## src/rtl/core/ccu_pkg.sv

```systemverilog
package ccu_pkg;

    // Operation codes carried in the func field.
    localparam logic [2:0] FN_ATAN    = 3'd0;
    localparam logic [2:0] FN_MAG     = 3'd1;
    localparam logic [2:0] FN_SINCOS  = 3'd2;
    localparam logic [2:0] FN_ASIN    = 3'd3;
    localparam logic [2:0] FN_ACOS    = 3'd4;

    // Steering rule that a cell applies to pick its direction.
    typedef enum logic [1:0] {
        MODE_VEC  = 2'd0,
        MODE_ROT  = 2'd1,
        MODE_ASIN = 2'd2,
        MODE_ACOS = 2'd3
    } t_mode;

    // Reduction of the integer degrees modulo 360 is split into a pass-through of the
    // low three bits and a reduction modulo 45 by reciprocal multiplication.
    localparam int MOD_UW     = 22;
    localparam int MOD_MW     = 23;
    localparam int MOD_QW     = 17;
    localparam int MOD_SHIFT  = 28;
    localparam int MOD_MUL    = 5965233;
    localparam int MOD_OFFSET = 1048590;
    localparam int MOD_DIV    = 45;

    typedef struct packed {
        logic [2:0]         func;
        logic signed [31:0] operand_a;
        logic signed [31:0] operand_b;
    } t_in;

    typedef struct packed {
        logic signed [31:0] result_a;
        logic signed [31:0] result_b;
    } t_out;

    typedef struct packed {
        t_in                item;
        logic [MOD_UW-1:0]  u;
        logic [MOD_QW-1:0]  quot;
    } t_red;

    typedef struct packed {
        t_mode              mode;
        logic [2:0]         func;
        logic               neg;
        logic signed [31:0] x;
        logic signed [31:0] y;
        logic signed [31:0] z;
        logic signed [31:0] target;
    } t_cell;

    function automatic logic signed [31:0] deg_fp(input int deg, input int fb);
        return 32'(longint'(deg) <<< fb);
    endfunction

    function automatic logic signed [31:0] gain_fp(input int fb);
        return 32'(((longint'(607253) <<< fb) + 500000) / 1000000);
    endfunction

    // Angle step i in degrees, scaled by ten thousand before conversion.
    function automatic logic signed [31:0] angle_fp(input int idx, input int fb);
        longint a;
        unique case (idx)
            0:       a = 450000;
            1:       a = 265651;
            2:       a = 140362;
            3:       a = 71250;
            4:       a = 35763;
            5:       a = 17899;
            6:       a = 8952;
            7:       a = 4476;
            8:       a = 2238;
            9:       a = 1119;
            10:      a = 560;
            11:      a = 280;
            12:      a = 140;
            13:      a = 70;
            default: a = 35;
        endcase
        return 32'(((a <<< fb) + 5000) / 10000);
    endfunction

endpackage

```

## src/rtl/core/ccu_prep.sv

```systemverilog
module ccu_prep #(
    parameter int FRACTION_BITS = 16
) (
    input  logic          i_clk,
    input  logic          i_rst_n,
    input  logic          i_valid,
    input  ccu_pkg::t_in  i_item,
    output logic          o_ready,
    output logic          o_valid,
    output ccu_pkg::t_cell o_cell,
    input  logic          i_ready
);
    import ccu_pkg::*;

    localparam logic signed [31:0] DEG90  = deg_fp(90, FRACTION_BITS);
    localparam logic signed [31:0] DEG180 = deg_fp(180, FRACTION_BITS);
    localparam logic signed [31:0] DEG270 = deg_fp(270, FRACTION_BITS);
    localparam logic signed [31:0] DEG360 = deg_fp(360, FRACTION_BITS);
    localparam logic signed [31:0] GAIN   = gain_fp(FRACTION_BITS);
    localparam int PW = MOD_UW + MOD_MW;

    logic  r_v1, r_v2, ready1, ready2;
    t_red  r_red, n_red;
    t_cell r_cell, n_cell;

    logic signed [31:0] q_hi, q_div8, th, a, b;
    logic [MOD_UW-1:0]  u, rem_wide;
    logic [PW-1:0]      prod;
    logic [8:0]         deg;

    assign ready2  = !r_v2 || i_ready;
    assign ready1  = !r_v1 || ready2;
    assign o_ready = ready1;
    assign o_valid = r_v2;
    assign o_cell  = r_cell;

    // First stage: whole degrees, then the quotient by 45 of their eighth.
    always_comb begin
        q_hi        = i_item.operand_a >>> FRACTION_BITS;
        q_div8      = q_hi >>> 3;
        u           = MOD_UW'(q_div8 + MOD_OFFSET);
        prod        = PW'(u) * PW'(MOD_MUL);
        n_red.item  = i_item;
        n_red.u     = u;
        n_red.quot  = prod[MOD_SHIFT +: MOD_QW];
    end

    // Second stage: remainder, reduced angle and the starting vector.
    always_comb begin
        a        = r_red.item.operand_a;
        b        = r_red.item.operand_b;
        rem_wide = r_red.u - MOD_UW'(MOD_UW'(r_red.quot) * MOD_UW'(MOD_DIV));
        deg      = {rem_wide[5:0], a[FRACTION_BITS +: 3]};
        th       = $signed(32'({deg, a[FRACTION_BITS-1:0]}));

        n_cell.func   = r_red.item.func;
        n_cell.mode   = MODE_VEC;
        n_cell.neg    = 1'b0;
        n_cell.x      = b;
        n_cell.y      = a;
        n_cell.z      = '0;
        n_cell.target = a;
        unique case (r_red.item.func)
            FN_ATAN: begin
                if (b < 0) begin
                    n_cell.x = -b;
                    n_cell.y = -a;
                end
            end
            FN_MAG: begin
                n_cell.x = (b < 0) ? -b : b;
                n_cell.y = (a < 0) ? -a : a;
            end
            FN_SINCOS: begin
                n_cell.mode   = MODE_ROT;
                n_cell.x      = GAIN;
                n_cell.y      = '0;
                n_cell.target = th;
                n_cell.neg    = (th > DEG90) && (th <= DEG270);
                if (th > DEG270) begin
                    n_cell.z = DEG360;
                end else if (th > DEG90) begin
                    n_cell.z = DEG180;
                end
            end
            FN_ASIN: begin
                n_cell.mode = MODE_ASIN;
                n_cell.x    = GAIN;
                n_cell.y    = '0;
            end
            FN_ACOS: begin
                n_cell.mode = MODE_ACOS;
                n_cell.x    = '0;
                n_cell.y    = GAIN;
                n_cell.z    = DEG90;
            end
            default: begin
                n_cell.mode = MODE_VEC;
            end
        endcase
    end

    always_ff @(posedge i_clk) begin
        if (!i_rst_n) begin
            r_v1 <= 1'b0;
            r_v2 <= 1'b0;
        end else begin
            if (ready1) begin
                r_v1 <= i_valid;
            end
            if (ready2) begin
                r_v2 <= r_v1;
            end
        end
    end

    always_ff @(posedge i_clk) begin
        if (ready1 && i_valid) begin
            r_red <= n_red;
        end
        if (ready2 && r_v1) begin
            r_cell <= n_cell;
        end
    end

endmodule

```

## config.mk

```make
export PLATFORM = sky130hd
export DESIGN_NAME = ccu_prep
export DESIGN_NICKNAME = d
export VERILOG_FILES = /design/src/rtl/core/ccu_pkg.sv /design/src/rtl/core/ccu_prep.sv
export SDC_FILE = /design/constraint.sdc
export NUM_CORES = 1
export LEC_CHECK = 0
export BUFFER_PORTS_ARGS = -buffer_cell sky130_fd_sc_hd__buf_4
export CORE_MARGIN = 10
export CORE_UTILIZATION = 25
export DETAILED_ROUTE_END_ITERATION = 10
export PLACE_DENSITY_LB_ADDON = 0.25
export SYNTH_ARGS = -nofsm -noshare
export SYNTH_HDL_FRONTEND = slang
export SYNTH_SLANG_ARGS = --single-unit
```

## constraint.sdc

```tcl
create_clock -name i_clk -period 16.6 [get_ports i_clk]
set_input_delay 0 -clock i_clk [delete_from_list [all_inputs] [get_ports i_clk]]
set_output_delay 0 -clock i_clk [all_outputs]
set_load 0.05 [all_outputs]
```

==> out/summary.txt <==
Outcome -> finished clean
FF-to-FF setup slack -> 13.06 ns
Least-Margin Pin Slew -> 0.850 ns
Number of library cell types mapped by synthesis -> 70
Synth top area cells -> edfxtp_1 39%, fa_1 15%, ha_1 14%
Shortest period the worst path allows -> 7.07 ns
Synth Register Bits -> 188
FILL cells -> 5730
Detail Route Antenna Nets -> 0
Yosys warning total -> 0
Worst Hold Class -> input port to flop
Clk_lat worst skew -> 0.46 ns
Multi-input logic area -> 7620 um^2
Worst Path Required -> 16.83 ns
Root Driver -> clkbuf_16
Syn Area/Cell -> 11.1 um^2
Die Y -> 259 um
Core area -> 56500 um^2
Final setup fails -> 0
CTS tree -> yes
Seq. cell area -> 5630 um^2
H-tree level count -> 4
Total length of routed wires -> 42400 um
Initial antenna violation count -> 1
Clk buf depth -> 2
Crit start category -> input port
# diodes -> 0
Worst VDD drop -> 0.000245 V
Clock slew at reported path FFs -> 0.08 ns
Fin. max-slew vios -> 0
Initial Utilization -> 25.3%
Crit path DAT -> 7.30 ns
Prevailing post-synth register cell -> edfxtp_1
Sequential-to-total area share from yosys stat -> 39.3%
Top-area cell type share of the netlist area -> 39.1%
Crit Path Max Fanout -> 11
Final Hold Viols -> 0
Leakage -> 7.70 nW
WL/cell -> 18.4 um
Final period util -> 42.6%
GRT overflow -> 0
Worst-case reg-to-reg path depth -> 11
Largest net degree at the start of global routing -> 64
Share of layout cells above drive strength 1 -> 16.3%
Clk_skew -> 0.00980 ns
DRC Markers -> 0
Final core occ -> 31.5%
Setup TNS -> 0 ns
Worst setup path class -> input port to flop
Cell Pwr Density -> 211 nW/um^2
GP Congestion -> 0.901
Max cap viols -> 0
Vias in the first global route -> 10600
Area leader, netlist -> edfxtp_1
Ys async rst share -> 0%
Max stage delay on crit path -> 0.55 ns
Slowest cell on crit path -> fa_1
Synth Cell Area -> 14300 um^2
Port buffer count -> 182
DR vias -> 10200
Relative slew slack -> 43.3%
DRT iter0 DRCs -> 656
Drt first pass iters -> 5
Area growth syn-to-layout -> 24.4%
Syn Inst Count -> 1287
# IOs -> 207
First-pass GRT wire length -> 65100 um
DR vias/cell -> 4.44
Number of buffers created by CTS -> 17
RSZ-0062 raised after global routing -> false
CTS resizes -> 0
Fin area -> 17800 um^2
Max Freq -> 141 MHz
Worst path most repeated cell -> fa_1
Die W -> 259 um
Final nets -> 1869
Post-synth EDFFs -> 186
Cell row count -> 87
CP Capture Type -> flop
Hpwl dp -> 34300 um
WHS Path Cells -> 2
Area after DPL -> 16500 um^2
Clock Sinks -> 188
CP Cell Sequence -> dlygate4sd3_1 -> buf_4 -> nor3_1 -> nand3b_1 -> o21a_1 -> inv_1 -> nand2_1 -> ha_1 -> fa_1 -> fa_1 -> fa_1 -> fa_1 -> fa_1 -> inv_1 -> fa_1 -> inv_1 -> ha_1 -> a21o_1 -> a21oi_1 -> o21ai_0 -> and4_1 -> a2111oi_0
Die ar. -> 67200 um^2
Tot GR Track Use -> 12.6%
[area by class of cell]
| cell class | instances | share of cell area, % |
|---|---|---|
| clock buffers | 17 | 2.39 |
| clock inverters | 15 | 1.04 |
| inverters | 218 | 4.60 |
| multi-input cells | 844 | 42.8 |
| flip-flops and latches | 188 | 31.6 |
| well taps | 756 | 5.32 |
| repair buffers | 265 | 12.2 |
[state kept, by name, summed over array words and instances (netlist names)]
signal	cells
o_cell	108
a	32
b	32
r_red	11
n_cell	3
o_valid	1
r_v1	1
[worst max-delay path: cells and delay by family]
kind | cells | cell delay [ns]
fa+ha+maj | 8 | 3.75
simple gates | 4 | 1.31
compound gates | 5 | 1.29
buf+inv | 5 | 0.94
[final timing paths]
| kind | startpoint | endpoint |
|---|---|---|
| max | i_item[54] | r_red[2] |
| min | i_item[45] | a[13] |
| max reg2reg | r_red[2] | o_cell[52] |
| min reg2reg | a[3] | o_cell[3] |
[synthesized netlist by cell type, drive strengths merged, types with 4 or more instances]
| cell | number |
|---|---|
| nor2 | 48 |
| ha | 155 |
| fa | 109 |
| o21ai | 112 |
| nor4 | 11 |
| or3 | 23 |
| mux2i | 14 |
| xnor2 | 33 |
| nand3 | 18 |
| nor3 | 16 |
| and2 | 10 |
| or2 | 4 |
| buf | 33 |
| o31ai | 17 |
| nand2 | 66 |
| edfxtp | 186 |
| a41oi | 4 |
| or4 | 4 |
| nand2b | 4 |
| a21o | 7 |
| clkbuf | 27 |
| and3 | 6 |
| o21a | 14 |
| xor2 | 11 |
| o41ai | 8 |
| a21oi | 59 |
| nand4 | 6 |
| a211oi | 6 |
| inv | 217 |
| nor2b | 8 |
[routing by layer]
metal | up-vias | global-route usage, % | routed length, um
met5 | - | 0 | 0
met1 | 5044 | 16.4 | 19200
li1 | 4923 | - | -
met2 | 236 | 21.6 | 20800
met3 | 23 | 1.89 | 1910
met4 | 0 | 2.76 | 468
[cells in the final DEF (no fill, tap or decap), types with 4 or more instances in the layout]
cell type / instances
inv_1: 217
buf_4: 194
edfxtp_1: 186
ha_1: 155
fa_1: 109
o21ai_0: 105
dlygate4sd3_1: 71
nand2_1: 66
a21oi_1: 59
nor2_1: 46
xnor2_1: 33
conb_1: 24
or3_1: 23
nand3_1: 18
clkbuf_16: 17
nor3_1: 16
o21a_1: 14
mux2i_1: 14
o31ai_1: 14
xor2_1: 11
nor4_1: 10
and2_1: 9
nor2b_1: 7
a21o_1: 7
inv_8: 7
and3_1: 6
nand4_1: 6
a211oi_1: 5
o41ai_1: 5
nand2b_1: 4
or4_4: 4
o21ai_1: 4
a41oi_1: 4
inv_6: 4
[cells by family after synthesis]
logic type                 count (synthesis)  synth area share, %
DFF                                      188                 39.3
and+or+nand+nor                          239                 8.83
muxes                                     15                 1.06
AOI/OAI and AO/OA                        257                 11.1
adders and majority gates                265                 28.9
xor gates and xnor gates                  44                 2.70
buffers and inverters                    278                 8.06
other                                      1               0.0262
[repair_timing]
item                                   4_1_cts  5_1_grt
endpoints found under the hold margin       70        0
setup buffers                                0        0
hold buffers                                71        0
[metrics by stage]
step / total power, mW / setup slack, ns / cells / hold WS (ns)
floorplan: 2.60 / 10.51 / 1310 / 0.0989
global placement: 3.29 / 9.84 / 2200 / 0.179
detailed placement: 3.32 / 9.61 / 2200 / 0.179
CTS: 3.79 / 9.52 / 2303 / 0.228
global route: 4.16 / 9.04 / 2303 / 0.246
finish: 3.75 / 9.53 / 2303 / 0.251
[where the power goes]
group          switching, mW  internal (mW)
Combinational           1.57           1.10
Clock                  0.209          0.219
Sequential            0.0320          0.618
Note: power is estimated with default switching activity, not from simulation.
