--- src/rtl/core/ccu_pkg.sv ---
package ccu_pkg;

    // Operation codes carried in the func field.
    localparam logic [2:0] FN_ATAN    = 3'd0;
    localparam logic [2:0] FN_MAG     = 3'd1;
    localparam logic [2:0] FN_SINCOS  = 3'd2;
    localparam logic [2:0] FN_ASIN    = 3'd3;
    localparam logic [2:0] FN_ACOS    = 3'd4;

    // Steering rule that a cell applies to pick its direction.
    typedef enum logic [1:0] {
        MODE_VEC  = 2'd0,
        MODE_ROT  = 2'd1,
        MODE_ASIN = 2'd2,
        MODE_ACOS = 2'd3
    } t_mode;

    // Reduction of the integer degrees modulo 360 is split into a pass-through of the
    // low three bits and a reduction modulo 45 by reciprocal multiplication.
    localparam int MOD_UW     = 22;
    localparam int MOD_MW     = 23;
    localparam int MOD_QW     = 17;
    localparam int MOD_SHIFT  = 28;
    localparam int MOD_MUL    = 5965233;
    localparam int MOD_OFFSET = 1048590;
    localparam int MOD_DIV    = 45;

    typedef struct packed {
        logic [2:0]         func;
        logic signed [31:0] operand_a;
        logic signed [31:0] operand_b;
    } t_in;

    typedef struct packed {
        logic signed [31:0] result_a;
        logic signed [31:0] result_b;
    } t_out;

    typedef struct packed {
        t_in                item;
        logic [MOD_UW-1:0]  u;
        logic [MOD_QW-1:0]  quot;
    } t_red;

    typedef struct packed {
        t_mode              mode;
        logic [2:0]         func;
        logic               neg;
        logic signed [31:0] x;
        logic signed [31:0] y;
        logic signed [31:0] z;
        logic signed [31:0] target;
    } t_cell;

    function automatic logic signed [31:0] deg_fp(input int deg, input int fb);
        return 32'(longint'(deg) <<< fb);
    endfunction

    function automatic logic signed [31:0] gain_fp(input int fb);
        return 32'(((longint'(607253) <<< fb) + 500000) / 1000000);
    endfunction

    // Angle step i in degrees, scaled by ten thousand before conversion.
    function automatic logic signed [31:0] angle_fp(input int idx, input int fb);
        longint a;
        unique case (idx)
            0:       a = 450000;
            1:       a = 265651;
            2:       a = 140362;
            3:       a = 71250;
            4:       a = 35763;
            5:       a = 17899;
            6:       a = 8952;
            7:       a = 4476;
            8:       a = 2238;
            9:       a = 1119;
            10:      a = 560;
            11:      a = 280;
            12:      a = 140;
            13:      a = 70;
            default: a = 35;
        endcase
        return 32'(((a <<< fb) + 5000) / 10000);
    endfunction

endpackage

--- src/rtl/core/ccu_post.sv ---
module ccu_post #(
    parameter int FRACTION_BITS = 16
) (
    input  logic           i_clk,
    input  logic           i_rst_n,
    input  logic           i_valid,
    input  ccu_pkg::t_cell i_cell,
    output logic           o_ready,
    output logic           o_valid,
    output ccu_pkg::t_out  o_item,
    input  logic           i_ready
);
    import ccu_pkg::*;

    localparam logic signed [31:0] DEG90  = deg_fp(90, FRACTION_BITS);
    localparam logic signed [31:0] DEG180 = deg_fp(180, FRACTION_BITS);
    localparam logic signed [31:0] GAIN   = gain_fp(FRACTION_BITS);

    logic  r_valid, ready;
    t_out  r_item, n_item;
    logic signed [63:0] prod;

    assign ready   = !r_valid || i_ready;
    assign o_ready = ready;
    assign o_valid = r_valid;
    assign o_item  = r_item;

    always_comb begin
        prod            = 64'(i_cell.x) * 64'(GAIN);
        n_item.result_a = '0;
        n_item.result_b = '0;
        unique case (i_cell.func)
            FN_ATAN: begin
                n_item.result_a = i_cell.z;
            end
            FN_MAG: begin
                n_item.result_a = 32'(prod >>> FRACTION_BITS);
            end
            FN_SINCOS: begin
                n_item.result_a = i_cell.neg ? -i_cell.x : i_cell.x;
                n_item.result_b = i_cell.neg ? -i_cell.y : i_cell.y;
            end
            FN_ASIN: begin
                if (i_cell.z < -DEG90) begin
                    n_item.result_a = -DEG90;
                end else if (i_cell.z > DEG90) begin
                    n_item.result_a = DEG90;
                end else begin
                    n_item.result_a = i_cell.z;
                end
            end
            FN_ACOS: begin
                if (i_cell.z < 0) begin
                    n_item.result_a = '0;
                end else if (i_cell.z > DEG180) begin
                    n_item.result_a = DEG180;
                end else begin
                    n_item.result_a = i_cell.z;
                end
            end
            default: begin
                n_item.result_a = '0;
            end
        endcase
    end

    always_ff @(posedge i_clk) begin
        if (!i_rst_n) begin
            r_valid <= 1'b0;
        end else if (ready) begin
            r_valid <= i_valid;
        end
    end

    always_ff @(posedge i_clk) begin
        if (ready && i_valid) begin
            r_item <= n_item;
        end
    end

endmodule

--- config.mk ---
export PLATFORM = sky130hd
export DESIGN_NAME = ccu_post
export DESIGN_NICKNAME = d
export VERILOG_FILES = /design/src/rtl/core/ccu_pkg.sv /design/src/rtl/core/ccu_post.sv
export SDC_FILE = /design/constraint.sdc
export NUM_CORES = 1
export LEC_CHECK = 0
export ABC_AREA = 1
export ABC_CLOCK_PERIOD_IN_PS = 7630
export BUFFER_PORTS_ARGS = -buffer_cell sky130_fd_sc_hd__buf_2
export CAP_MARGIN = 30
export CELL_PAD_IN_SITES_DETAIL_PLACEMENT = 0
export CELL_PAD_IN_SITES_GLOBAL_PLACEMENT = 2
export CORE_ASPECT_RATIO = 1.75
export CORE_MARGIN = 2
export CORE_UTILIZATION = 30
export CTS_BUF_LIST = sky130_fd_sc_hd__clkbuf_4
export CTS_CLUSTER_SIZE = 28
export DETAILED_ROUTE_END_ITERATION = 12
export HOLD_SLACK_MARGIN = 0.06
export PLACE_DENSITY = 0.78
export SLEW_MARGIN = 5
export SYNTH_ARGS = -nofsm -noshare
export SYNTH_HDL_FRONTEND = slang
export SYNTH_SLANG_ARGS = --single-unit
--- constraint.sdc ---
create_clock -name i_clk -period 7.63 [get_ports i_clk]
set_clock_uncertainty 0.15 [all_clocks]
set_input_delay 0.3815 -clock i_clk [delete_from_list [all_inputs] [get_ports i_clk]]
set_output_delay 0.3815 -clock i_clk [all_outputs]
set_load 0.03 [all_outputs]
==> impl_summary.log, run 1 <==
[metrics] crit path time final: 5.87 ns
[metrics] DP Wirelength: 55000 um
[metrics] clock-pin slew on the worst setup and hold paths: 0.11 ns
[metrics] final worst path period share: 76.9%
[metrics] critical path data required time: 7.76 ns
[metrics] grt ovf: 0
[metrics] cell count after synthesis: 2242
[metrics] top post-synthesis cells by count: sky130_fd_sc_hd__inv_1 (551), sky130_fd_sc_hd__nand2_1 (426), sky130_fd_sc_hd__ha_1 (278), sky130_fd_sc_hd__fa_1 (212), sky130_fd_sc_hd__nor2_1 (159)
[metrics] clk sink count: 65
[metrics] count of fill cells added during filler insertion: 5996
[metrics] Synth area leader: sky130_fd_sc_hd__fa_1
[metrics] setup TNS: 0 ns
[metrics] area delta synth->final: 14.0%
[metrics] overall global routing resource usage: 22.1%
[metrics] CTS tree: yes
[metrics] sequential fraction of the synthesis area: 11.3%
[metrics] net count of the mapped netlist: 2870
[metrics] number of buffers inserted to repair setup after CTS: 0
[metrics] wl on met1: 22100 um
[metrics] Via Count: 15200
[metrics] share of the synthesized area in the top cell type: 24.8%
[metrics] arrival time at the worst endpoint: 6.00 ns
[metrics] Hold Buf Count CTS: 40
[metrics] worst slew margin relative to its limit: 32.4%
[metrics] DRT Wirelength: 63400 um
[metrics] insertion delay of the later-clocked pin in the worst-skew pair: 0.52 ns
[metrics] main area contributors after synthesis: sky130_fd_sc_hd__fa_1 (25%), sky130_fd_sc_hd__ha_1 (20%), sky130_fd_sc_hd__inv_1 (12%)
[metrics] number of max-cap violations: 0
[metrics] synthesis warning total: 0
[metrics] Top Metal Used: met4
[metrics] Avg WL per Cell: 19.7 um
[metrics] count of standard-cell rows: 115
[metrics] kind of start point of the critical path: input pin
[metrics] Post-layout nets: 3085
[metrics] num ports: 204
[metrics] count leader, synth: sky130_fd_sc_hd__inv_1
[metrics] number of distinct library cell variants in the gate-level netlist after synthesis: 44
[metrics] final max-slew violation count: 0
[metrics] number of routed nets with antenna violations: 0
[metrics] initial core utilization: 30.4%
[metrics] number of antenna violations at the first check in global routing: 2
[metrics] Netlist Area Pre-Place: 0.0171 sq mm
[metrics] drt via density: 4.73
[metrics] core footprint: 0.0563 sq mm
[metrics] Worst Path Class, Setup: in2reg
[metrics] Post-Syn Area per Cell: 7.64 sq um
[metrics] cell chosen for the clock root: sky130_fd_sc_hd__clkbuf_4
[metrics] number of buffers inserted by port buffering: 169
[metrics] DR iter-0 viols: 644
[metrics] setup repair after global routing missed its margin: false
[metrics] final hold vios: 0
[metrics] floorplan die width: 185 um
[metrics] Die Outline Area: 0.0591 sq mm
[metrics] met3 routed WL: 1720 um
[metrics] wire length of the first global-routing pass: 97100 um
[metrics] Worst setup EP type: register
[metrics] transition time at the pin with the least slew margin: 1.00 ns
[metrics] Detailed Routing Iterations Pass 1: 5
[metrics] vias in the first global route: 16800
[metrics] last weighted congestion value of the routability-driven placer: 0.931
[metrics] result of the run: finished clean
[metrics] min-delay worst type: in2reg
[metrics] die span in y: 320 um
[metrics] Main synth FF type: sky130_fd_sc_hd__edfxtp_1
[metrics] CTS resizes: 0
[metrics] largest net degree at the start of global routing: 65
[metrics] async set-or-reset flop fraction in the synthesized netlist: 0%
[metrics] Clock Path Buffers: 2
[metrics] post-route DRC violation count: 0
[metrics] amount of wire on met2 after detailed routing: 35300 um
[metrics] number of levels in the clock H-tree: 3
[metrics] proportion of layout cells with a drive suffix above 1: 9.26%
[metrics] Yosys reg bits: 65
[metrics] number of synthesized flops with an enable pin: 64
[metrics] TritonCTS Buffers: 9
[metrics] f_max: 170 MHz
[metrics] # setup viols final: 0
[metrics] maximum fanout along the worst path: 8
[layer usage]
layer	track usage (%)	up-vias
met4	12.6	0
met2	44.1	387
li1	-	7415
met1	21.7	7285
met3	1.86	151
met5	0	-
[registers in the layout (all words and copies together), names as in the netlist]
register,count
o_item,64
o_valid,1
[cells by family (layout without fill, tap and decap cells)]
kind of cell / after synthesis / after routing / share of synthesized area (%)
and+or+nand+nor: 806 / 806 / 20.2
other: 0 / 2 / 0
buffers and inverters: 574 / 794 / 12.7
DFF: 65 / 65 / 11.3
AOI/OAI and AO/OA: 248 / 248 / 7.64
adders and majority gates: 490 / 490 / 45.1
xor gates and xnor gates: 59 / 59 / 3.02
[through the flow]
| step | hold WS (ns) | utilization (%) | instance area (sq um) | setup slack [ns] | cells |
|---|---|---|---|---|---|
| after detailed placement | 0.406 | 33.7 | 19000 | 1.17 | 3166 |
| after global placement | 0.393 | 33.7 | 19000 | 1.19 | 3166 |
| after floorplan | 0.385 | - | 17100 | 2.54 | 2242 |
| after CTS | 0.0669 | 34.7 | 19500 | 1.83 | 3222 |
| after global routing | 0.119 | 34.7 | 19500 | 1.53 | 3224 |
| final | 0.134 | 34.7 | 19500 | 1.76 | 3224 |
[cells in the final DEF (no fill, tap or decap), types with 6 or more instances in the layout]
master / count
sky130_fd_sc_hd__inv_1: 551
sky130_fd_sc_hd__nand2_1: 426
sky130_fd_sc_hd__ha_1: 278
sky130_fd_sc_hd__fa_1: 212
sky130_fd_sc_hd__buf_2: 169
sky130_fd_sc_hd__nor2_1: 159
sky130_fd_sc_hd__a21oi_1: 124
sky130_fd_sc_hd__nand3_1: 119
sky130_fd_sc_hd__o21ai_0: 100
sky130_fd_sc_hd__edfxtp_1: 64
sky130_fd_sc_hd__dlygate4sd3_1: 40
sky130_fd_sc_hd__nand4_1: 32
sky130_fd_sc_hd__xnor2_1: 30
sky130_fd_sc_hd__xor2_1: 29
sky130_fd_sc_hd__nor3_1: 22
sky130_fd_sc_hd__buf_4: 15
sky130_fd_sc_hd__nand3b_1: 14
sky130_fd_sc_hd__clkbuf_4: 9
sky130_fd_sc_hd__or2_2: 6
[area by class of cell]
type                    instances  area, sq um  share of cell area [%]
multi-input cells            1603        13000                    66.7
inverters                     554         2080                    10.6
flip-flops and latches         65         1940                    9.94
repair buffers                224         1360                    6.96
well taps                     760          951                    4.87
clock inverters                 7         92.6                   0.474
clock buffers                   9         67.6                   0.346
diodes                          2         5.00                  0.0256
[worst paths after layout]
check | end | start | depth (start not counted) | slack [ns]
min | o_item[28] | i_cell[92] | 3 | 0.13
max | o_item[51] | i_cell[117] | 21 | 1.76
max reg2reg | o_item[14] | o_valid | 2 | 5.83
min reg2reg | o_valid | o_valid | 3 | 0.99
[critical path: stages]
cell,delay [ns]
sky130_fd_sc_hd__buf_2,0.31
sky130_fd_sc_hd__inv_1,0.17
sky130_fd_sc_hd__ha_1,0.45
sky130_fd_sc_hd__inv_1,0.10
sky130_fd_sc_hd__fa_1,0.51
sky130_fd_sc_hd__fa_1,0.52
sky130_fd_sc_hd__inv_1,0.05
sky130_fd_sc_hd__fa_1,0.46
sky130_fd_sc_hd__fa_1,0.55
sky130_fd_sc_hd__inv_1,0.05
sky130_fd_sc_hd__fa_1,0.54
sky130_fd_sc_hd__inv_1,0.04
sky130_fd_sc_hd__ha_1,0.41
sky130_fd_sc_hd__a21oi_1,0.28
sky130_fd_sc_hd__o21ai_0,0.22
sky130_fd_sc_hd__a21oi_1,0.35
sky130_fd_sc_hd__nor2_1,0.08
sky130_fd_sc_hd__nor2_1,0.14
sky130_fd_sc_hd__nand3b_1,0.09
sky130_fd_sc_hd__nand3_1,0.18
sky130_fd_sc_hd__nand2_1,0.09
Power of run 1 is not shown: default switching activity piles up to over one toggle a cycle in this logic, so the estimate is an artifact.
==> inputs of run 2 (changes only) <==
ABC_CLOCK_PERIOD_IN_PS = 5850   (was 7630)
clock period = 5.85 ns   (was 7.63 ns; I/O delays follow)
==> impl_summary.log, run 2 (synthesis gave the netlist of run 1 again) <==
[metrics] arrival time at the worst endpoint: 5.47 ns
[metrics] post-route DRC violation count: 0
[metrics] number of buffers inserted by port buffering: 169
[metrics] Min-Delay Path Depth: 5
[metrics] # setup viols final: 0
[metrics] wl on met1: 22100 um
[metrics] final hold vios: 0
[metrics] proportion of layout cells with a drive suffix above 1: 14.3%
[metrics] number of flip-flops under the largest register name: 64
[metrics] f_max: 185 MHz
[metrics] DP Wirelength: 57500 um
[metrics] commonest cells after routing, fill and taps aside: sky130_fd_sc_hd__inv_1 (551), sky130_fd_sc_hd__nand2_1 (426), sky130_fd_sc_hd__ha_1 (278), sky130_fd_sc_hd__fa_1 (212), sky130_fd_sc_hd__buf_2 (170)
[metrics] count of fill cells added during filler insertion: 5938
[metrics] combined area of the multi-input logic cells: 0.0130 sq mm
[metrics] R2R Path Start: o_valid
[metrics] Avg WL per Cell: 19.2 um
[metrics] Worst Path Class, Setup: in2reg
[metrics] placed instance area: 0.0201 sq mm
[metrics] min-delay worst type: in2reg
[metrics] number of levels in the clock H-tree: 3
[metrics] DRT Wirelength: 65100 um
[metrics] grt ovf: 0
[metrics] final max-slew violation count: 0
[metrics] count of standard-cell rows: 115
[metrics] worst reg-to-reg setup slack: 4.06 ns
[metrics] R2R Path End: o_item[5]
[metrics] floorplan die width: 185 um
[metrics] insertion delay of the later-clocked pin in the worst-skew pair: 0.49 ns
[metrics] number of antenna violations at the first check in global routing: 1
[metrics] area used by sequential logic in the layout: 0.00194 sq mm
[metrics] maximum fanout along the worst path: 4
[metrics] clock-pin slew on the worst setup and hold paths: 0.14 ns
[metrics] last weighted congestion value of the routability-driven placer: 0.948
[metrics] area delta synth->final: 21.3%
[metrics] wire length of the first global-routing pass: 99600 um
[metrics] Clock Path Buffers: 2
[metrics] cell with the largest stage delay on the worst path: sky130_fd_sc_hd__fa_1
[metrics] clk sink count: 65
[metrics] final worst path period share: 92.2%
[metrics] Final Cell Area: 0.0208 sq mm
[metrics] kind of start point of the critical path: input pin
[metrics] Worst setup EP type: register
[metrics] CTS tree: yes
[metrics] Detailed Routing Iterations Pass 1: 5
[metrics] crit path time final: 5.39 ns
[metrics] Post-layout nets: 3248
[metrics] core footprint: 0.0563 sq mm
[metrics] most common cell type on the critical path: sky130_fd_sc_hd__inv_1
[metrics] result of the run: finished clean
[metrics] Hold Crit Start: i_cell[56]
[metrics] most frequent standard cell in the layout excluding fill and tap cells: sky130_fd_sc_hd__inv_1
[metrics] largest net degree at the start of global routing: 65
[metrics] CTS resizes: 0
[metrics] setup repair after global routing missed its margin: false
[metrics] transition time at the pin with the least slew margin: 0.946 ns
[metrics] number of max-cap violations: 0
[metrics] overall global routing resource usage: 22.8%
[metrics] met3 routed WL: 1810 um
[metrics] number of buffers inserted to repair setup after CTS: 0
[metrics] Hold Buf Count CTS: 54
[metrics] DR iter-0 viols: 673
[metrics] Via Count: 15800
[metrics] count of cells along the worst register-to-register path: 2
[metrics] vias in the first global route: 17400
[metrics] initial core utilization: 30.4%
[metrics] cell chosen for the clock root: sky130_fd_sc_hd__clkbuf_4
[metrics] drt via density: 4.67
[metrics] biggest cell delay along the critical path: 0.58 ns
[metrics] worst slew margin relative to its limit: 36.9%
[metrics] number of routed nets with antenna violations: 0
[metrics] Die Outline Area: 0.0591 sq mm
[metrics] num ports: 204
[metrics] end point of the worst hold path: o_item[56]
[metrics] die span in y: 320 um
[metrics] critical path data required time: 5.92 ns
[metrics] TritonCTS Buffers: 9
[metrics] amount of wire on met2 after detailed routing: 36400 um
[metrics] Top Metal Used: met4
-- run 2: changes by cell type in the layout (fill, tap and decap cells not counted), sizes merged --
cell / delta
dlygate4sd3: +14
clkinv: +2
diode: -1
inv: -1
bufinv: -2
buf: +149
-- run 2: worst max-delay path by stage --
| stage | start | endpoint | cells past startpoint |
|---|---|---|---|
| finish | i_cell[106] | o_item[44] | 25 |
| global route | i_cell[117] | o_item[47] | 21 |
| CTS | i_cell[119] | o_item[47] | 21 |
| detailed placement | i_cell[119] | o_item[47] | 21 |
| global placement | i_cell[106] | o_item[44] | 25 |
| floorplan | i_cell[117] | o_item[53] | 22 |
-- run 2: area by class of cell --
class / instances / share of cell area (%)
repair buffers: 387 / 12.8
multi-input cells: 1603 / 62.8
clock buffers: 9 / 0.325
flip-flops and latches: 65 / 9.35
inverters: 554 / 10.0
well taps: 760 / 4.58
clock inverters: 6 / 0.175
diodes: 1 / 0.0121
-- run 2: stage by stage --
stage	hold slack (ns)	instances	setup TNS (ns)	worst slack, ns	util [%]
floorplan	0.296	2242	0	0.845	-
global placement	0.396	3314	0	0.00844	35.8
detailed placement	0.396	3315	-0.0572	-0.0193	35.8
CTS	0.0605	3384	0	0.562	36.9
global route	0.103	3385	0	0.222	36.9
finish	0.116	3385	0	0.457	36.9
-- run 2: critical path: cells and delay by family --
kind                       cells  cell delay (ns)
and+or+nand+nor                9             1.13
buffers and inverters          8             0.85
AOI/OAI and AO/OA              1             0.22
xor gates and xnor gates       1             0.19
adders and majority gates      6             2.78
-- run 2: layer usage --
metal / up-vias / track usage [%]
met5: - / 0
met4: 0 / 14.3
met3: 167 / 1.96
met2: 409 / 45.6
met1: 7476 / 21.8
li1: 7745 / -
Power of run 2 is left out for the same reason.
