<file path="src/rtl/core/ccu_pkg.sv">
package ccu_pkg;

    // Operation codes carried in the func field.
    localparam logic [2:0] FN_ATAN    = 3'd0;
    localparam logic [2:0] FN_MAG     = 3'd1;
    localparam logic [2:0] FN_SINCOS  = 3'd2;
    localparam logic [2:0] FN_ASIN    = 3'd3;
    localparam logic [2:0] FN_ACOS    = 3'd4;

    // Steering rule that a cell applies to pick its direction.
    typedef enum logic [1:0] {
        MODE_VEC  = 2'd0,
        MODE_ROT  = 2'd1,
        MODE_ASIN = 2'd2,
        MODE_ACOS = 2'd3
    } t_mode;

    // Reduction of the integer degrees modulo 360 is split into a pass-through of the
    // low three bits and a reduction modulo 45 by reciprocal multiplication.
    localparam int MOD_UW     = 22;
    localparam int MOD_MW     = 23;
    localparam int MOD_QW     = 17;
    localparam int MOD_SHIFT  = 28;
    localparam int MOD_MUL    = 5965233;
    localparam int MOD_OFFSET = 1048590;
    localparam int MOD_DIV    = 45;

    typedef struct packed {
        logic [2:0]         func;
        logic signed [31:0] operand_a;
        logic signed [31:0] operand_b;
    } t_in;

    typedef struct packed {
        logic signed [31:0] result_a;
        logic signed [31:0] result_b;
    } t_out;

    typedef struct packed {
        t_in                item;
        logic [MOD_UW-1:0]  u;
        logic [MOD_QW-1:0]  quot;
    } t_red;

    typedef struct packed {
        t_mode              mode;
        logic [2:0]         func;
        logic               neg;
        logic signed [31:0] x;
        logic signed [31:0] y;
        logic signed [31:0] z;
        logic signed [31:0] target;
    } t_cell;

    function automatic logic signed [31:0] deg_fp(input int deg, input int fb);
        return 32'(longint'(deg) <<< fb);
    endfunction

    function automatic logic signed [31:0] gain_fp(input int fb);
        return 32'(((longint'(607253) <<< fb) + 500000) / 1000000);
    endfunction

    // Angle step i in degrees, scaled by ten thousand before conversion.
    function automatic logic signed [31:0] angle_fp(input int idx, input int fb);
        longint a;
        unique case (idx)
            0:       a = 450000;
            1:       a = 265651;
            2:       a = 140362;
            3:       a = 71250;
            4:       a = 35763;
            5:       a = 17899;
            6:       a = 8952;
            7:       a = 4476;
            8:       a = 2238;
            9:       a = 1119;
            10:      a = 560;
            11:      a = 280;
            12:      a = 140;
            13:      a = 70;
            default: a = 35;
        endcase
        return 32'(((a <<< fb) + 5000) / 10000);
    endfunction

endpackage

</file>
<file path="src/rtl/core/ccu_cell.sv">
module ccu_cell #(
    parameter int                 SHIFT = 0,
    parameter logic signed [31:0] ANGLE = 32'sd0
) (
    input  logic           i_clk,
    input  logic           i_rst_n,
    input  logic           i_valid,
    input  ccu_pkg::t_cell i_cell,
    output logic           o_ready,
    output logic           o_valid,
    output ccu_pkg::t_cell o_cell,
    input  logic           i_ready
);
    import ccu_pkg::*;

    logic  r_valid, ready, ccw, add_ang;
    t_cell r_cell, n_cell;
    logic signed [31:0] xs, ys;

    assign ready   = !r_valid || i_ready;
    assign o_ready = ready;
    assign o_valid = r_valid;
    assign o_cell  = r_cell;

    always_comb begin
        xs = i_cell.x >>> SHIFT;
        ys = i_cell.y >>> SHIFT;
        unique case (i_cell.mode)
            MODE_VEC:  ccw = !(i_cell.y > 0);
            MODE_ROT:  ccw = i_cell.target > i_cell.z;
            MODE_ASIN: ccw = i_cell.y < i_cell.target;
            MODE_ACOS: ccw = i_cell.x > i_cell.target;
            default:   ccw = 1'b0;
        endcase
        // Vectoring accumulates the angle with the opposite sense of the turn.
        add_ang = (i_cell.mode == MODE_VEC) ? !ccw : ccw;

        n_cell   = i_cell;
        n_cell.x = ccw ? (i_cell.x - ys) : (i_cell.x + ys);
        n_cell.y = ccw ? (i_cell.y + xs) : (i_cell.y - xs);
        n_cell.z = add_ang ? (i_cell.z + ANGLE) : (i_cell.z - ANGLE);
    end

    always_ff @(posedge i_clk) begin
        if (!i_rst_n) begin
            r_valid <= 1'b0;
        end else if (ready) begin
            r_valid <= i_valid;
        end
    end

    always_ff @(posedge i_clk) begin
        if (ready && i_valid) begin
            r_cell <= n_cell;
        end
    end

endmodule

</file>
<file path="config.mk">
export PLATFORM = sky130hd
export DESIGN_NAME = ccu_cell
export DESIGN_NICKNAME = d
export VERILOG_FILES = /design/src/rtl/core/ccu_pkg.sv /design/src/rtl/core/ccu_cell.sv
export SDC_FILE = /design/constraint.sdc
export NUM_CORES = 1
export LEC_CHECK = 0
export ABC_CLOCK_PERIOD_IN_PS = 4420
export BUFFER_PORTS_ARGS = -buffer_cell sky130_fd_sc_hd__buf_2
export CAP_MARGIN = 20
export CORE_ASPECT_RATIO = 1.4
export CORE_MARGIN = 2
export CORE_UTILIZATION = 56
export DETAILED_ROUTE_END_ITERATION = 8
export PLACE_DENSITY = 0.83
export SKIP_CTS_REPAIR_TIMING = 1
export SLEW_MARGIN = 20
export SYNTH_ARGS = -nofsm -noshare
export SYNTH_HDL_FRONTEND = slang
export SYNTH_SLANG_ARGS = --single-unit
</file>
<file path="constraint.sdc">
create_clock -name i_clk -period 4.42 [get_ports i_clk]
set_input_delay 0.221 -clock i_clk [delete_from_list [all_inputs] [get_ports i_clk]]
set_output_delay 0.221 -clock i_clk [all_outputs]
set_load 0.02 [all_outputs]
</file>
==> results of run 1 <==
## through the flow
| stage | power (mW) | hold WS [ns] | cells |
|---|---|---|---|
| 4_1_cts | 4.93 | -0.0548 | 1793 |
| 3_3_place_gp | 3.25 | 0.403 | 1761 |
| 6_report | 4.99 | 0.00565 | 1847 |
| 5_1_grt | 5.19 | -0.000666 | 1844 |
| 2_1_floorplan | 2.77 | 0.320 | 1257 |
| 3_5_place_dp | 3.27 | 0.399 | 1761 |
## cell type report
type	count	area (µm²)	area share [%]
inverter	166	623	4.28
tap	256	320	2.20
timing repair buffer	336	1980	13.6
clock inverter	15	249	1.71
multi-input combinational	919	6950	47.7
clock buffer	17	425	2.92
sequential	134	4010	27.6
antenna	4	10.0	0.0687
## cells in the final DEF (no fill, tap or decap), drive strengths merged, types with 4 or more instances in the layout
master | synthesis | final
or4 | 7 | 7
or3 | 10 | 10
a21boi | 7 | 7
o211ai | 14 | 14
xor2 | 4 | 4
o31ai | 12 | 12
a211oi | 10 | 10
a21oi | 130 | 130
inv | 166 | 169
a31oi | 9 | 9
nor4 | 12 | 12
buf | 24 | 286
nand4 | 24 | 24
a221oi | 4 | 4
bufinv | 0 | 6
a211o | 7 | 7
nor2 | 92 | 92
dlygate4sd3 | 0 | 50
nand3 | 19 | 19
diode | 0 | 4
a21o | 23 | 23
clkbuf | 14 | 17
o41ai | 4 | 4
nor2b | 18 | 18
nand2 | 48 | 48
o21a | 10 | 10
edfxtp | 133 | 133
xnor2 | 65 | 65
o21ai | 64 | 64
ha | 188 | 188
mux2 | 4 | 4
clkinv | 0 | 4
nand3b | 6 | 6
mux2i | 30 | 30
nor3 | 27 | 27
o21bai | 21 | 21
nand2b | 10 | 10
## cell families (layout without fill, tap and decap cells)
group	after synthesis	in the layout	share of synthesized area [%]
XOR/XNOR	69	69	5.12
flip-flops	134	134	34.0
buffers and inverters	204	534	7.19
AO/OA/AOI/OAI	342	342	18.6
adder cells (fa/ha/maj)	191	191	20.4
multiplexers	34	34	2.92
other	0	4	0
AND/OR/NAND/NOR	283	283	11.8
## metal layers
layer	share of wire (%)	vias up
met3	5.9	181
li1	-	5174
met5	0.069	-
met1	35	5188
met4	7.0	4
met2	52	559
## state kept, by name (all words and copies together), names as in the netlist
name	count
o_valid	1
o_cell	133
## synth_stat cells, types with 12 or more instances
master	number	area, µm²
ha_1	188	2350
inv_1	165	619
edfxtp_1	133	3990
a21oi_1	126	631
nor2_1	92	345
xnor2_1	65	569
o21ai_0	55	275
nand2_1	48	180
mux2i_1	30	300
nor3_1	27	135
nand4_1	24	150
a21o_1	23	173
o21bai_1	21	158
nand3_1	19	95.1
nor2b_1	18	113
clkbuf_1	14	52.6
o211ai_1	14	105
nor4_1	12	75.1
o31ai_1	12	90.1
## how the worst max path moves through the flow
| stage | start | endpoint | slack [ns] | cells after the start |
|---|---|---|---|---|
| floorplan | o_valid | o_cell[0] | 0.21 | 2 |
| global placement | i_cell[21] | o_cell[105] | 0.60 | 13 |
| detailed placement | i_cell[47] | o_cell[105] | 0.50 | 13 |
| CTS | i_cell[47] | o_cell[105] | 0.94 | 13 |
| global route | i_cell[37] | o_cell[105] | 0.03 | 14 |
| finish | i_cell[47] | o_cell[105] | 0.21 | 14 |
## where the power goes
part | switching (mW) | total (mW) | internal [mW] | leakage [nW]
logic | 1.05 | 1.69 | 0.636 | 5.23
registers | 0.0367 | 1.64 | 1.60 | 1.29
clock network | 0.603 | 1.66 | 1.06 | 0.324
## worst reg2reg max path, stage by stage (launching register included)
cell and delay [ns]:
dfxtp_1 0.31, nand2b_1 0.10, and2_4 0.67, buf_12 0.41
==> impl_metrics.json, run 1 <==
{
  "core.rowCount": 62,
  "grt_antenna_before_repair": 5,
  "rr_endpoint": "o_cell[51]",
  "cpLargestDelayFamily": "compound AO/OA/AOI/OAI gates",
  "status": "completed",
  "path_clk_slew_ns": 0.06,
  "die_w_um": 127,
  "totalNegativeSetupSlack_ns": 0,
  "powerDensity_nw_per_um2": 343,
  "cp.arrival_ns": 4.39,
  "design_area_um2": 14600,
  "syn_avg_cell_area_um2": 9.39,
  "slew_violations": 0,
  "busiest_layer": "met2",
  "grt_pass1_vias": 10852,
  "fmax_mhz": 237,
  "nNetsFinal": 1903,
  "final_core_util_pct": 70.6,
  "critPathKind": "in2reg",
  "start_kind": "input port",
  "ff2ff_path_depth": 3,
  "clock-skew-final_ns": 0.00762,
  "areaGrowthSynthToFinish_pct": 23.4,
  "met3_usage_pct": 6.52,
  "syn_nets": 1586,
  "rsz0062_at_grt": "no",
  "cts-root-buf": "clkbuf_16",
  "final_antenna_net_count": 0,
  "nFillCells": 1615,
  "place_area_um2": 13400,
  "numClockSinks": 134,
  "dieArea_um2": 22300,
  "synth_cells": 1257,
  "gr-usage-met2_pct": 62.9,
  "fin_crit_ns": 4.21,
  "cp.buffers_inverters": 4,
  "grt_remaining_overflow": 0,
  "synth_edf_count": 133,
  "netlist_area_um2": 11800,
  "drt-pass1-iter-count": 5,
  "post-route-period-util_pct": 95.3,
  "io_buffers": 273,
  "numCtsBuffers": 17,
  "ys_warn_count": 0,
  "drt-vias-per-instance": 6.01,
  "tritoncts": "built",
  "first_iter_violations": 832,
  "critPathSlowestCell": "or4_1",
  "drive_gt1_share_pct": 21.2,
  "cts_buffer_depth": 2,
  "gp_congestion": 0.992,
  "place_ws_ns": 0.496,
  "ys_types": 75,
  "synth_flop_cell": "edfxtp_1",
  "die_h_um": 176,
  "min_from": "i_cell[15]",
  "cp.required_ns": 4.60,
  "grt_pass1_wl_um": 56700,
  "slowest_delay_ns": 0.62,
  "htreeDepth": 4,
  "io_pins": 274,
  "insertion_delay_ns": 0.44,
  "hold_depth": 1,
  "r2r_start": "o_valid",
  "maxCapViolations": 0,
  "yosysSeqAreaShare_pct": 34.0,
  "end_kind": "flip-flop",
  "hold_viol_final": 0,
  "groute.layer.met1.usage_pct": 33.3,
  "max_slew_margin_pct": 42.0,
  "start_util_pct": 57.2,
  "vias": 11106,
  "crit_fanout": 39,
  "core_area_um2": 20600,
  "async_reset_ff_share_pct": 0,
  "finalWorstSetupSlack_ns": 0.208,
  "drc": 0,
  "timing.reg2reg.setup_slack_ns": 2.48,
  "hp-class": "in2reg",
  "synth_seq_cells": 134,
  "wl_um": 38900,
  "grt_max_degree": 78,
  "crit_chain": "dlygate4sd3_1 > buf_2 > inv_1 > ha_1 > nand4_1 > or4_1 > a21oi_1 > o41ai_1 > o311ai_1 > xor2_1 > o211a_4 > inv_2 > o21ai_1 > xnor2_1",
  "max-vdd-ir-drop_mv": 0.246,
  "min_delay_worst_endpoint": "o_cell[15]",
  "grt_usage_pct": 33.2,
  "leakagePower_nw": 6.85,
  "wl_per_cell_um": 21.1,
  "dpl.hpwl_um": 29800,
  "tightest_slew_ns": 0.862,
  "setup_viol": 0
}
No activity file was read; power rests on OpenSTA's default activity.
==> inputs of run 2 (changes only) <==
--- a/config.mk
+++ b/config.mk
@@ -5,14 +5,17 @@
 export SDC_FILE = /design/constraint.sdc
 export NUM_CORES = 1
 export LEC_CHECK = 0
+export ABC_AREA = 1
 export ABC_CLOCK_PERIOD_IN_PS = 4420
 export BUFFER_PORTS_ARGS = -buffer_cell sky130_fd_sc_hd__buf_2
 export CAP_MARGIN = 20
 export CORE_ASPECT_RATIO = 1.4
 export CORE_MARGIN = 2
-export CORE_UTILIZATION = 56
+export CORE_UTILIZATION = 57
 export DETAILED_ROUTE_END_ITERATION = 8
+export HOLD_SLACK_MARGIN = 0.05
 export PLACE_DENSITY = 0.83
+export REMOVE_ABC_BUFFERS = 1
 export SKIP_CTS_REPAIR_TIMING = 1
 export SLEW_MARGIN = 20
 export SYNTH_ARGS = -nofsm -noshare
==> run 2 against run 1 <==
First-iteration DRC count rose by 33%. Global-route usage rose by 3.9 points. Highest routed layer is now met4. Clock skew fell by 0.0021 ns. Clock-buffer cell count rose by 3. Combinational power rose by 11%. Design area rose by 7.7%. Sequential cell count did not move. Worst setup slack improved by 0.88 ns. Worst hold slack improved by 0.071 ns. Die area rose by 6.6%.
==> impl_metrics.json, run 2 <==
{
  "cts-root-buf": "clkbuf_16",
  "slew_violations": 0,
  "dpl.hpwl_um": 35800,
  "grt_usage_pct": 37.1,
  "gp_congestion": 0.991,
  "critPathKind": "in2reg",
  "async_reset_ff_share_pct": 0,
  "drt-vias-per-instance": 5.71,
  "start_util_pct": 57.4,
  "cp.buffers_inverters": 4,
  "wl_um": 47100,
  "yosysSeqAreaShare_pct": 31.3,
  "synth_edf_count": 133,
  "fin_crit_ns": 3.33,
  "max-vdd-ir-drop_mv": 0.271,
  "insertion_delay_ns": 0.44,
  "finalWorstSetupSlack_ns": 1.09,
  "setup_viol": 0,
  "yosys.area.top_type": "edfxtp_1",
  "io_pins": 274,
  "drive_gt1_share_pct": 15.3,
  "p_clk_share_pct": 29.1,
  "crit_fanout": 45,
  "core.rowCount": 65,
  "design_area_um2": 15700,
  "nNetsFinal": 2350,
  "clock-skew-final_ns": 0.00555,
  "end_kind": "flip-flop",
  "post-route-period-util_pct": 75.4,
  "drt-pass1-iter-count": 5,
  "cp.arrival_ns": 3.53,
  "switching_share_pct": 38.3,
  "cts_buffer_depth": 2,
  "layoutNonFillerInstCount": 2336,
  "drc": 0,
  "p_sw_mw": 1.89,
  "ys_types": 32,
  "crit_chain": "dlygate4sd3_1 > buf_2 > inv_1 > ha_1 > nand2_1 > nor3_1 > and3_1 > nand2_1 > nand2_1 > nand2_1 > nand2_1 > nand2_1 > a21oi_4 > nand2_2 > buf_12 > nand2_1 > nand2_1",
  "grt_pass1_wl_um": 66600,
  "combPwrFrac_pct": 37.9,
  "powerDensity_nw_per_um2": 314,
  "hp-class": "in2reg",
  "leakagePower_nw": 8.05,
  "start_kind": "input port",
  "totalPowerFinal_mw": 4.93,
  "slowest_delay_ns": 0.54,
  "syn_avg_cell_area_um2": 7.55,
  "htreeDepth": 4,
  "grt_pass1_vias": 12701,
  "core_area_um2": 22400,
  "cpLargestDelayFamily": "simple AND/OR/NAND/NOR gates",
  "numCtsBuffers": 17,
  "grt_antenna_before_repair": 1,
  "first_iter_violations": 1109,
  "synth_seq_cells": 134,
  "crit_top_cell": "nand2_1",
  "io_buffers": 273,
  "netlist_area_um2": 12800,
  "max_slew_margin_pct": 32.7,
  "largest_reg_flops": 133,
  "fmax_mhz": 300,
  "place_area_um2": 14400,
  "ys_warn_count": 0,
  "path_clk_slew_ns": 0.06,
  "grt_max_degree": 75,
  "placedCellCount": 2233,
  "rsz0062_at_grt": "no",
  "areaGrowthSynthToFinish_pct": 22.2,
  "die_w_um": 131,
  "layout_commonest_cell": "nand2_1",
  "final_antenna_net_count": 0,
  "status": "completed",
  "tightest_slew_ns": 1.01,
  "synth_commonest_cells": "393 x nand2_1, 265 x inv_1, 188 x ha_1, 175 x a21oi_1, 133 x edfxtp_1",
  "wl_per_cell_um": 20.2,
  "layout_common_cells": "393 x nand2_1, 273 x buf_2, 265 x inv_1, 188 x ha_1, 174 x a21oi_1",
  "tritoncts": "built",
  "maxCapViolations": 0,
  "cp.required_ns": 4.61,
  "synth_flop_cell": "edfxtp_1",
  "place_ws_ns": 1.32,
  "critPathSlowestCell": "dlygate4sd3_1",
  "vias": 13338,
  "power.share.sequential_pct": 33.0,
  "die_h_um": 182,
  "dieArea_um2": 23800,
  "synth_cells": 1701,
  "hold_viol_final": 0,
  "synth_most_common_cell": "nand2_1",
  "synth_top_area_share_pct": 31.1,
  "numClockSinks": 134,
  "grt_remaining_overflow": 0,
  "p_int_mw": 3.04,
  "ys_top_cells_by_area": "edfxtp_1 31%, ha_1 18%, nand2_1 11%, inv_1 7.7%, a21oi_1 6.8%"
}
## run 2: cell count changes after synthesis, moves of 18 or more
cell / delta
xnor2_1: -63
nand2_1: +345
buf_2: +28
xor2_1: +75
mux2i_1: -30
inv_1: +100
nor2b_1: -18
o21ai_0: +27
a21oi_1: +49
nand3_1: +78
nor2_1: +33
## run 2: power by group through the flow
stage,registers [mW],logic [mW],clock network [mW]
2_1_floorplan,1.84,0.952,0
3_3_place_gp,1.65,1.71,0
3_5_place_dp,1.65,1.75,0
4_1_cts,1.63,1.77,1.42
5_1_grt,1.64,2.03,1.49
6_report,1.63,1.87,1.44
## run 2: kinds of logic after synthesis
family / count (synthesis) / synth area share, %
AND/OR/NAND/NOR: 655 / 20.7
XOR/XNOR: 81 / 5.53
AO/OA/AOI/OAI: 328 / 14.1
flip-flops: 134 / 31.3
adder cells (fa/ha/maj): 191 / 18.8
buffers and inverters: 312 / 9.55
## run 2: area by class of cell
type	count	area, µm²
repair buffers	348	2120
multi-input cells	1255	7610
clock inverters	12	129
fillers	1778	6680
well taps	301	377
diodes	1	2.50
clock buffers	20	447
flip-flops and latches	134	4010
inverters	265	995
## run 2: through the flow
step                      hold slack, ns  setup TNS (ns)  utilization [%]
final                             0.0762               0             70.2
after global routing              0.0655               0             70.2
after CTS                        -0.0516               0             67.0
after detailed placement           0.400               0             64.4
after global placement             0.398               0             64.3
after floorplan                    0.320         -409.92                -
## run 2: worst paths after layout
kind | slack (ns) | depth (start not counted) | endpoint | from
setup / recovery | 1.09 | 17 | o_cell[71] | i_cell[63]
hold / removal | 0.08 | 1 | o_cell[133] | i_cell[133]
setup reg to reg | 2.68 | 2 | o_cell[54] | o_valid
hold reg to reg | 0.58 | 2 | o_valid | o_valid
## run 2: metal layers
metal / share of wire (%) / up-vias / track usage, %
met2: 51 / 713 / 68.6
met1: 35 / 6151 / 39.5
li1: - / 6264 / -
met4: 7.4 / 0 / 21.1
met5: 0 / - / 0
met3: 5.8 / 210 / 5.07
